**src/rtl/core/utf8_substring_extract_core_defines.svh**
```systemverilog
// ----------------------------------------------------------------------------
// UTF-8 substring extract core: assertion macros
// Shared property shorthands for the core's concurrent checks.
// ----------------------------------------------------------------------------
`ifndef UTF8_SUBSTRING_EXTRACT_CORE_DEFINES_SVH
`define UTF8_SUBSTRING_EXTRACT_CORE_DEFINES_SVH

// same-cycle implication, disabled during reset
`define U8SS_ASSERT_IMPLY(label, clk, rst, ante, cons, msg) \
   label: assert property (@(posedge clk) disable iff (rst) (ante) |-> (cons)) \
      else $error(msg);

// next-cycle implication, disabled during reset
`define U8SS_ASSERT_NEXT(label, clk, rst, ante, cons, msg) \
   label: assert property (@(posedge clk) disable iff (rst) (ante) |=> (cons)) \
      else $error(msg);

`endif

```
**src/rtl/core/u8ss_pkg.sv**
```systemverilog
// ----------------------------------------------------------------------------
// UTF-8 substring extract package
// Byte classes, status codes and field widths of the substring core.
// ----------------------------------------------------------------------------
package u8ss_pkg;

   localparam int unsigned DATA_BITS  = 8;
   localparam int unsigned COORD_BITS = 32;

   typedef logic [DATA_BITS-1:0]  byte_type;
   typedef logic [1:0]            status_type;
   typedef logic [1:0]            pending_type;

   localparam byte_type CONT_MASK = 8'hC0;
   localparam byte_type CONT_MARK = 8'h80;
   localparam byte_type ASCII_MAX = 8'h7F;
   localparam byte_type LEAD2_LO  = 8'hC2;
   localparam byte_type LEAD2_HI  = 8'hDF;
   localparam byte_type LEAD3_LO  = 8'hE0;
   localparam byte_type LEAD3_HI  = 8'hEF;
   localparam byte_type LEAD4_LO  = 8'hF0;
   localparam byte_type LEAD4_HI  = 8'hF4;

   localparam pending_type PEND_NONE  = 2'd0;
   localparam pending_type PEND_ONE   = 2'd1;
   localparam pending_type PEND_TWO   = 2'd2;
   localparam pending_type PEND_THREE = 2'd3;

   localparam status_type STATUS_OK    = 2'd0;
   localparam status_type STATUS_NULL  = 2'd1;
   localparam status_type STATUS_EMPTY = 2'd2;

endpackage

```
**src/rtl/core/utf8_substring_extract_core.sv**
```systemverilog
// ----------------------------------------------------------------------------
// UTF-8 substring extract core
// Streams the bytes of one string and forwards those inside the window
// SUBSTRING(str FROM start [FOR len]), counting UTF-8 characters for text and
// bytes for binary. One transaction is taken per clock unless the result is
// stalled. Each one passes through the input register, then the result
// register, before it is presented as a result transaction. A stalled result
// holds the input register, which then holds req_ready low. The rate is set
// by the per-byte update of the position counter and the continuation
// tracker. The result for the final byte (or an empty string) carries the
// status: ok, null (malformed text, an empty string, start below one or past
// the end, negative length) or empty (zero length).
// Drop forwarded bytes of a string whose status is not ok.
// ----------------------------------------------------------------------------
`include "utf8_substring_extract_core_defines.svh"

module utf8_substring_extract_core #(
   parameter int unsigned POSITION_BITS = 32
) (
   input  logic                clock,
   input  logic                reset,
   input  logic                req_valid,
   output logic                req_ready,
   input  logic [7:0]          req_data_byte,
   input  logic                req_last_byte,
   input  logic                req_empty_string,
   input  logic                req_is_text,
   input  logic signed [31:0]  req_start_position,
   input  logic                req_has_length,
   input  logic signed [31:0]  req_length_count,
   output logic                rsp_valid,
   input  logic                rsp_ready,
   output logic [7:0]          rsp_out_byte,
   output logic                rsp_byte_valid,
   output logic                rsp_end_of_result,
   output logic [1:0]          rsp_status
);

   localparam int unsigned CMP_BITS =
      ((POSITION_BITS > u8ss_pkg::COORD_BITS) ? POSITION_BITS : u8ss_pkg::COORD_BITS) + 1;
   localparam int unsigned MAG_BITS = u8ss_pkg::COORD_BITS - 1;
   localparam logic [POSITION_BITS-1:0] POS_MAX = {POSITION_BITS{1'b1}};
   localparam logic [POSITION_BITS-1:0] POS_ONE = {{(POSITION_BITS-1){1'b0}}, 1'b1};

   // input register
   logic                             in_valid_ff;
   u8ss_pkg::byte_type               in_data_ff;
   logic                             in_last_ff;
   logic                             in_empty_ff;
   logic                             in_text_ff;
   logic [u8ss_pkg::COORD_BITS-1:0]  in_start_ff;
   logic                             in_has_len_ff;
   logic [u8ss_pkg::COORD_BITS-1:0]  in_len_ff;

   // string state
   logic [POSITION_BITS-1:0]         pos_ff, pos_in;
   u8ss_pkg::pending_type            pend_ff, pend_in;
   logic                             mal_ff, mal_in;

   // result register
   logic                             rsp_valid_ff;
   u8ss_pkg::byte_type               rsp_byte_ff, rsp_byte_in;
   logic                             rsp_bvalid_ff, rsp_bvalid_in;
   logic                             rsp_end_ff, rsp_end_in;
   u8ss_pkg::status_type             rsp_status_ff, rsp_status_in;

   logic                             advance;
   logic                             is_cont;
   logic                             new_char;
   logic                             start_ok;
   logic                             len_pos;
   logic                             len_neg;
   logic                             len_zero;
   logic                             final_mal;
   logic [CMP_BITS-1:0]              pos_ext;
   logic [CMP_BITS-1:0]              start_ext;
   logic [CMP_BITS-1:0]              end_ext;
   logic                             reached;
   logic                             in_window;

   assign advance   = in_valid_ff && (!rsp_valid_ff || rsp_ready);
   assign req_ready = !in_valid_ff || advance;

   always_ff @(posedge clock) begin
      if (reset) begin
         in_valid_ff <= 1'b0;
      end else if (req_ready) begin
         in_valid_ff <= req_valid;
      end
   end

   always_ff @(posedge clock) begin
      if (req_valid && req_ready) begin
         in_data_ff    <= req_data_byte;
         in_last_ff    <= req_last_byte;
         in_empty_ff   <= req_empty_string;
         in_text_ff    <= req_is_text;
         in_start_ff   <= req_start_position;
         in_has_len_ff <= req_has_length;
         in_len_ff     <= req_length_count;
      end
   end

   always_comb begin
      is_cont  = (in_data_ff & u8ss_pkg::CONT_MASK) == u8ss_pkg::CONT_MARK;
      new_char = 1'b1;
      pend_in  = pend_ff;
      mal_in   = mal_ff;
      if (in_text_ff) begin
         if (pend_ff != u8ss_pkg::PEND_NONE && is_cont) begin
            pend_in  = pend_ff - u8ss_pkg::PEND_ONE;
            new_char = 1'b0;
         end else begin
            if (pend_ff != u8ss_pkg::PEND_NONE) begin
               mal_in = 1'b1;
            end
            if (in_data_ff <= u8ss_pkg::ASCII_MAX) begin
               pend_in = u8ss_pkg::PEND_NONE;
            end else if (in_data_ff >= u8ss_pkg::LEAD2_LO && in_data_ff <= u8ss_pkg::LEAD2_HI) begin
               pend_in = u8ss_pkg::PEND_ONE;
            end else if (in_data_ff >= u8ss_pkg::LEAD3_LO && in_data_ff <= u8ss_pkg::LEAD3_HI) begin
               pend_in = u8ss_pkg::PEND_TWO;
            end else if (in_data_ff >= u8ss_pkg::LEAD4_LO && in_data_ff <= u8ss_pkg::LEAD4_HI) begin
               pend_in = u8ss_pkg::PEND_THREE;
            end else begin
               pend_in = u8ss_pkg::PEND_NONE;
               mal_in  = 1'b1;
            end
         end
      end else begin
         pend_in = u8ss_pkg::PEND_NONE;
      end
      pos_in = (new_char && pos_ff != POS_MAX) ? pos_ff + POS_ONE : pos_ff;
   end

   always_comb begin
      start_ok  = !in_start_ff[MAG_BITS] && (in_start_ff[MAG_BITS-1:0] != '0);
      len_neg   = in_len_ff[MAG_BITS];
      len_zero  = in_len_ff == '0;
      len_pos   = !len_neg && !len_zero;
      pos_ext   = {{(CMP_BITS-POSITION_BITS){1'b0}}, pos_in};
      start_ext = {{(CMP_BITS-MAG_BITS){1'b0}}, in_start_ff[MAG_BITS-1:0]};
      end_ext   = start_ext + {{(CMP_BITS-MAG_BITS){1'b0}}, in_len_ff[MAG_BITS-1:0]};
      reached   = pos_ext >= start_ext;
      in_window = start_ok && reached && (!in_has_len_ff || (len_pos && pos_ext < end_ext));
      final_mal = mal_in || (pend_in != u8ss_pkg::PEND_NONE);

      if (in_empty_ff) begin
         rsp_byte_in   = '0;
         rsp_bvalid_in = 1'b0;
         rsp_end_in    = 1'b1;
         rsp_status_in = u8ss_pkg::STATUS_NULL;
      end else begin
         rsp_byte_in   = in_window ? in_data_ff : '0;
         rsp_bvalid_in = in_window;
         rsp_end_in    = in_last_ff;
         rsp_status_in = u8ss_pkg::STATUS_OK;
         if (in_last_ff) begin
            if ((in_text_ff && final_mal) || !start_ok || !reached ||
                (in_has_len_ff && len_neg)) begin
               rsp_status_in = u8ss_pkg::STATUS_NULL;
            end else if (in_has_len_ff && len_zero) begin
               rsp_status_in = u8ss_pkg::STATUS_EMPTY;
            end
         end
      end
   end

   always_ff @(posedge clock) begin
      if (reset) begin
         pos_ff  <= '0;
         pend_ff <= u8ss_pkg::PEND_NONE;
         mal_ff  <= 1'b0;
      end else if (advance) begin
         if (in_empty_ff || in_last_ff) begin
            pos_ff  <= '0;
            pend_ff <= u8ss_pkg::PEND_NONE;
            mal_ff  <= 1'b0;
         end else begin
            pos_ff  <= pos_in;
            pend_ff <= pend_in;
            mal_ff  <= mal_in;
         end
      end
   end

   always_ff @(posedge clock) begin
      if (reset) begin
         rsp_valid_ff <= 1'b0;
      end else if (advance) begin
         rsp_valid_ff <= 1'b1;
      end else if (rsp_ready) begin
         rsp_valid_ff <= 1'b0;
      end
   end

   always_ff @(posedge clock) begin
      if (advance) begin
         rsp_byte_ff   <= rsp_byte_in;
         rsp_bvalid_ff <= rsp_bvalid_in;
         rsp_end_ff    <= rsp_end_in;
         rsp_status_ff <= rsp_status_in;
      end
   end

   assign rsp_valid         = rsp_valid_ff;
   assign rsp_out_byte      = rsp_byte_ff;
   assign rsp_byte_valid    = rsp_bvalid_ff;
   assign rsp_end_of_result = rsp_end_ff;
   assign rsp_status        = rsp_status_ff;

   `U8SS_ASSERT_IMPLY(a_status_only_at_end, clock, reset,
      rsp_valid_ff && rsp_status_ff != u8ss_pkg::STATUS_OK, rsp_end_ff,
      "status set on a result that is not the end of the string")

   `U8SS_ASSERT_IMPLY(a_dropped_byte_zero, clock, reset,
      rsp_valid_ff && !rsp_bvalid_ff, rsp_byte_ff == '0,
      "byte outside the window is not zero")

   `U8SS_ASSERT_NEXT(a_state_cleared, clock, reset,
      advance && (in_empty_ff || in_last_ff),
      pos_ff == '0 && pend_ff == u8ss_pkg::PEND_NONE && !mal_ff,
      "string state not cleared after the final transaction")

   `U8SS_ASSERT_IMPLY(a_stall_only_when_full, clock, reset,
      !req_ready, in_valid_ff && rsp_valid_ff && !rsp_ready,
      "input stalled while the pipeline can advance")

endmodule

```
**config.mk**
```make
export PLATFORM = sky130hd
export DESIGN_NAME = utf8_substring_extract_core
export DESIGN_NICKNAME = d
export VERILOG_FILES = /design/src/rtl/core/u8ss_pkg.sv /design/src/rtl/core/utf8_substring_extract_core.sv
export VERILOG_INCLUDE_DIRS = /design/src /design/src/rtl/core
export SDC_FILE = /design/constraint.sdc
export NUM_CORES = 1
export LEC_CHECK = 0
export ABC_AREA = 1
export BUFFER_PORTS_ARGS = -buffer_cell sky130_fd_sc_hd__buf_4
export CAP_MARGIN = 20
export CORE_MARGIN = 2
export CORE_UTILIZATION = 45
export DETAILED_ROUTE_END_ITERATION = 10
export PLACE_DENSITY = 0.68
export SKIP_LAST_GASP = 1
export SYNTH_ARGS = -nofsm -noshare
export SYNTH_HDL_FRONTEND = slang
export SYNTH_SLANG_ARGS = --single-unit
```
**constraint.sdc**
```tcl
create_clock -name clock -period 5.7 [get_ports clock]
set_input_delay 0.855 -clock clock [delete_from_list [all_inputs] [get_ports clock]]
set_output_delay 0.855 -clock clock [all_outputs]
set_load 0.02 [all_outputs]
```
-- Word-level counts from Yosys, hierarchy flattened
Index checks and enable logic that the tools add are counted.
- flip-flop bits (word level): 125
- input bits: 80
- output and inout bits: 14
- logic and storage cells: 95
- add/sub/neg operators: 3
- magnitude comparators: 9
- equal/unequal tests: 2
- multiplexer cells: 24
- bitwise gates (word level): 2
- reductions and logical operators: 38
- operators with widths (kind ; number):
    $mux W32 ; 2
    $add A31 B31 Y32 ; 1
    $add A32 B1 Y32 const B ; 1
    $ge A32 B31 Y1 ; 1
    $logic_not A32 Y1 ; 1
    $lt A32 B32 Y1 ; 1
    $ne A32 B32 Y1 const B ; 1
    $reduce_bool A31 Y1 ; 1
    $ge A8 B8 Y1 const B ; 3
    $le A8 B8 Y1 const B ; 3
    $mux W2 ; 8
    $logic_and A1 B1 Y1 ; 15
    $mux W1 ; 14
    $le A8 B7 Y1 const B ; 1
    $logic_not A1 Y1 ; 8
    $logic_or A1 B1 Y1 ; 8
    $reduce_bool A2 Y1 ; 3
    $reduce_or A3 Y1 ; 1
    $eq A2 B2 Y1 const B ; 1
    $not A1 Y1 ; 2
    $reduce_or A2 Y1 ; 1
    $sub A2 B1 Y2 const B ; 1

-- Longest topological paths before layout
- word-level depth: 16
- depth in mapped cells: 24
- gate-level depth less buffers: 24

-- Worst setup path before layout
Ideal clock, no wire load.
- path type: register to register
- from: register in_start_ff[0] (netlist bit)
- to: register rsp_bvalid_ff, in the netlist rsp_byte_valid, data pin
- setup time: 0.256 ns
- data arrival time: 3.466 ns
- data required time: 5.444 ns
- slack: 1.979 ns
- stages on the path, launching flop included: 23
- cell sequence: edfxtp_1 -> ha_1 -> inv_1 -> fa_1 -> o21ai_2 -> a21oi_1 -> o21ai_2 -> a21boi_2 -> o21ai_1 -> a21boi_0 -> o21ai_1 -> nand2_1 -> nand3b_1 -> nand2_1 -> ha_1 -> nand2_1 -> or4_1 -> nor2_1 -> nor3_1 -> nand2_1 -> nand2_1 -> nand2_4 -> inv_1
- word-level cells in the longest chain between the ends: 5
- RTL lines (item ; RTL line ; RTL):
    from (decl) ; utf8_substring_extract_core.sv:51 ; logic [u8ss_pkg::COORD_BITS-1:0] in_start_ff;
    from (signal assigned) ; utf8_substring_extract_core.sv:98 ; in_start_ff <= req_start_position;
    $add A31 B31 Y32 ; utf8_substring_extract_core.sv:143 ; end_ext = start_ext + {{(CMP_BITS-MAG_BITS){1'b0}}, in_len_ff[MAG_BITS-1:0]};
    $lt A32 B32 Y1 ; utf8_substring_extract_core.sv:145 ; in_window = start_ok && reached && (!in_has_len_ff || (len_pos && pos_ext < end_ext));
    $logic_and A1 B1 Y1 ; utf8_substring_extract_core.sv:145 ;
    $logic_or A1 B1 Y1 ; utf8_substring_extract_core.sv:145 ;
    $logic_and A1 B1 Y1 (*) ; utf8_substring_extract_core.sv:145 ;
    to (signal assigned) ; utf8_substring_extract_core.sv:200 ; rsp_bvalid_ff <= rsp_bvalid_in;
    to (decl) ; utf8_substring_extract_core.sv:63 ; logic rsp_bvalid_ff, rsp_bvalid_in;
Every way passes the cells marked *; elsewhere a longest branch is shown, timed or not.
A chain may end at the register's enable or synchronous reset.

-- Worst setup path after layout
Same ends and word-level chain as after synthesis.

==> impl_metrics.yaml <==
floorplan:
  rows: 49
  core_area_um2: 18000
  die_h_um: 140
  start_util_pct: 46.1
  dieArea_um2: 19600
  ioPinCount: 94
  dieWidth_um: 140
logic_synthesis:
  synth.avg_cell_area_um2: 8.58
  syn_area_um2: 8300
  netlist_instances: 968
  synth_seq_cells: 125
  async_reset_ff_share_pct: 0
  synth.distinct_cells: 47
  syn-num-nets: 1144
  yosysSeqAreaShare_pct: 40.7
  synth_edf_count: 88
  synth_ff_type: "edfxtp_1"
  yosys_warnings: 0
global_routing:
  grtUsageTotal_pct: 20.4
  gr-total-overflow: 0
  grt_pass1_vias: 6666
  antenna_found_initial: 0
  grt_pass1_wl_mm: 31.9
  grt_max_degree: 42
clock_network:
  insertion_delay_ns: 0.43
  cts_inserted_buffers: 17
  clk_pin_slew_ns: 0.06
  ctsHtreeMaxLevel: 4
  cts-resized-gates: 0
  clockRootBuffer: "clkbuf_16"
  clk_path_buf_depth: 2
  cts_tree: "built"
  post_cts_buffers: 0
  cts_sinks: 125
  hold_buffers: 0
timing:
  worst_pin_slew_ns: 0.890
  worst_slack_ns: 1.36
  tns_ns: 0
  final-setup-viol-count: 0
  finalHoldViolCount: 0
  fmax_mhz: 230
  skew_ns: 0.00695
  rsz0062_at_grt: "false"
  period_minus_slack_ns: 4.34
  fin_crit_sh_pct: 76.1
  maxSlewViolCount: 0
  whs_ns: 0.464
  relSlewSlack_pct: 40.1
place:
  routabilityCongestion: 0.941
  placed_cell_area_um2: 9270
  portBuffers: 93
  hpwl_mm: 15.0
  pre_cts_ws_ns: 1.44
routing:
  firstDrtPassIters: 7
  via_per_inst: 5.28
  finalWirelength_mm: 19.4
  drc: 0
  wire_per_inst_um: 14.8
  ant_nets: 0
  drtIter0Drc: 384
  vias: 6940
setup_path:
  path_delay_family: "compound AO/OA/AOI/OAI gates"
  r2r_cells: 22
  path_cells: "ha_1, inv_1, fa_1, o21ai_2, a21oi_1, o21ai_2, a21boi_2, o21ai_1, a21boi_0, o21ai_1, nand2_1, nand3b_1, nand2_1, ha_1, nand2_1, or4_1, nor2_1, nor3_1, nand2_1, nand2_1, nand2_4, inv_1"
  cpMaxStageDelayCell: "or4_1"
  r2r-start: "in_start_ff[0]$_DFFE_PP_"
  cp_common_cell: "nand2_1"
  cp.arrival_ns: 4.52
  cp-start-kind: "register"
  crit_start: "in_start_ff[0]$_DFFE_PP_"
  cp_num_cells: 22
  crit_required_ns: 5.88
  path_class: "register to register"
  max_stage_delay_ns: 0.49
  cp_max_fo: 9
  critPathBufInv: 2
  endpoint: "rsp_byte_valid$_SDFFCE_PP0P_"
  r2r_slack_ns: 1.36
  timing.rr.end: "rsp_byte_valid$_SDFFCE_PP0P_"
  end_kind: "register"
pwr:
  p_int_mw: 1.73
  pwr-share-seq_pct: 43.1
  pwr-share-comb_pct: 15.7
  switchingPower_mw: 0.680
  clockPowerShare_pct: 41.2
  p_leak_nw: 4.27
  swShare_pct: 28.3
  p_per_area_nw_per_um2: 245
  power_mw: 2.41
  ir_drop_mv: 0.177
cells_and_area:
  drive_gt1_share_pct: 15.9
  nets: 1248
  fillCellCount: 1707
  area_delta_synth_final_pct: 18.2
  n_antenna_cell: 0
  fin_area_um2: 9810
outcome:
  status: "completed"
worst_hold_path:
  hold_path_class: "register to register"
job:
  maxCapViolations: 0
## synthesized netlist by cell type (23+ instances only)
cell type  count  area share (%)
xor2_1        31             3.3
nand3_1       26             1.6
inv_1        116             5.2
ha_1          95              14
dfxtp_1       37             8.9
nand4_1       24             1.8
xnor2_1       23             2.4
nand2_1      215             9.7
o21ai_0       23             1.4
a21oi_1       95             5.7
nor2_1        67             3.0
edfxtp_1      88              32
## through the flow
stage | std cells | util [%]
2_1_floorplan | 968 | -
3_3_place_gp | 1282 | 51.4
3_5_place_dp | 1282 | 51.4
4_1_cts | 1314 | 54.4
5_1_grt | 1314 | 54.4
6_report | 1314 | 54.4
## layout make-up
class / instances / area (µm²) / share of cell area, %
clock buffer: 17 / 425 / 4.34
timing repair buffer: 96 / 721 / 7.34
inverter: 118 / 443 / 4.51
tap: 229 / 287 / 2.92
multi-input combinational: 714 / 4440 / 45.2
sequential: 125 / 3380 / 34.5
clock inverter: 15 / 115 / 1.17
## how the worst min path moves through the flow
stage / endpoint / slack, ns / cells past startpoint / from
final: pend_ff[1]$_SDFFE_PP0P_ / 0.46 / 2 / pend_ff[1]$_SDFFE_PP0P_
after global routing: pos_ff[15]$_SDFFE_PP0P_ / 0.51 / 2 / pos_ff[15]$_SDFFE_PP0P_
after CTS: pend_ff[1]$_SDFFE_PP0P_ / 0.47 / 2 / pend_ff[1]$_SDFFE_PP0P_
after detailed placement: pend_ff[1]$_SDFFE_PP0P_ / 0.46 / 2 / pend_ff[1]$_SDFFE_PP0P_
after global placement: pend_ff[1]$_SDFFE_PP0P_ / 0.45 / 2 / pend_ff[1]$_SDFFE_PP0P_
after floorplan: pend_ff[1]$_SDFFE_PP0P_ / 0.45 / 2 / pend_ff[1]$_SDFFE_PP0P_
## flip-flops by register name, indices dropped and copies added, names as in the netlist
| name | flops |
|---|---|
| in_has_len_ff | 1 |
| mal_ff | 1 |
| rsp_out_byte | 8 |
| in_len_ff | 32 |
| in_text_ff | 1 |
| rsp_byte_valid | 1 |
| in_valid_ff | 1 |
| pend_ff | 2 |
| rsp_status | 2 |
| in_empty_ff | 1 |
| pos_ff | 32 |
| rsp_end_of_result | 1 |
| rsp_valid | 1 |
| in_last_ff | 1 |
| in_data_ff | 8 |
| in_start_ff | 32 |
## worst reg2reg max path, cell delays in order, from the launching register on
cell,delay [ns]
edfxtp_1,0.39
ha_1,0.20
inv_1,0.06
fa_1,0.41
o21ai_2,0.22
a21oi_1,0.15
o21ai_2,0.22
a21boi_2,0.11
o21ai_1,0.20
a21boi_0,0.20
o21ai_1,0.26
nand2_1,0.11
nand3b_1,0.10
nand2_1,0.06
ha_1,0.27
nand2_1,0.06
or4_1,0.49
nor2_1,0.10
nor3_1,0.05
nand2_1,0.11
nand2_1,0.10
nand2_4,0.15
inv_1,0.07
## placed cells by master (no fill, tap or decap), drive strengths merged, types with 3 or more instances in the layout
master and instances:
nor2 81, xor2 31, o21ai 30, clkbuf 17
clkinv 4, a21o 4, dfxtp 37, nand2 227
nand4 25, nor3 22, ha 95, a31oi 7
edfxtp 88, clkinvlp 7, o31ai 3, inv 122
xnor2 23, a21boi 7, a211oi 4, nand3 28
nand3b 4, a21oi 95, buf 96, nor4 14
## layer usage
metal / global-route usage (%) / routed length [µm] / up-vias
li1: - / - / 3543
met1: 27.3 / 9160 / 3201
met2: 32.8 / 8990 / 167
met3: 4.34 / 842 / 29
met4: 7.42 / 450 / 0
met5: 0 / 0 / -
## logic make-up (layout without fill, tap and decap cells)
kind of cell	count (synthesis)	in the layout	synth area share (%)
adder cells (fa/ha/maj)	96	96	14.6
AND/OR/NAND/NOR	405	405	22.3
buffers and inverters	129	246	5.83
XOR/XNOR	54	54	5.70
AO/OA/AOI/OAI	159	159	10.8
flip-flops	125	125	40.7
## power by group through the flow
stage	registers, mW	clock network (mW)	logic [mW]
2_1_floorplan	1.06	0	0.247
3_3_place_gp	1.06	0	0.365
6_report	1.04	0.993	0.377
3_5_place_dp	1.06	0	0.372
4_1_cts	1.04	1.01	0.376
5_1_grt	1.04	1.05	0.424
Power figures use the tool's default switching activity.
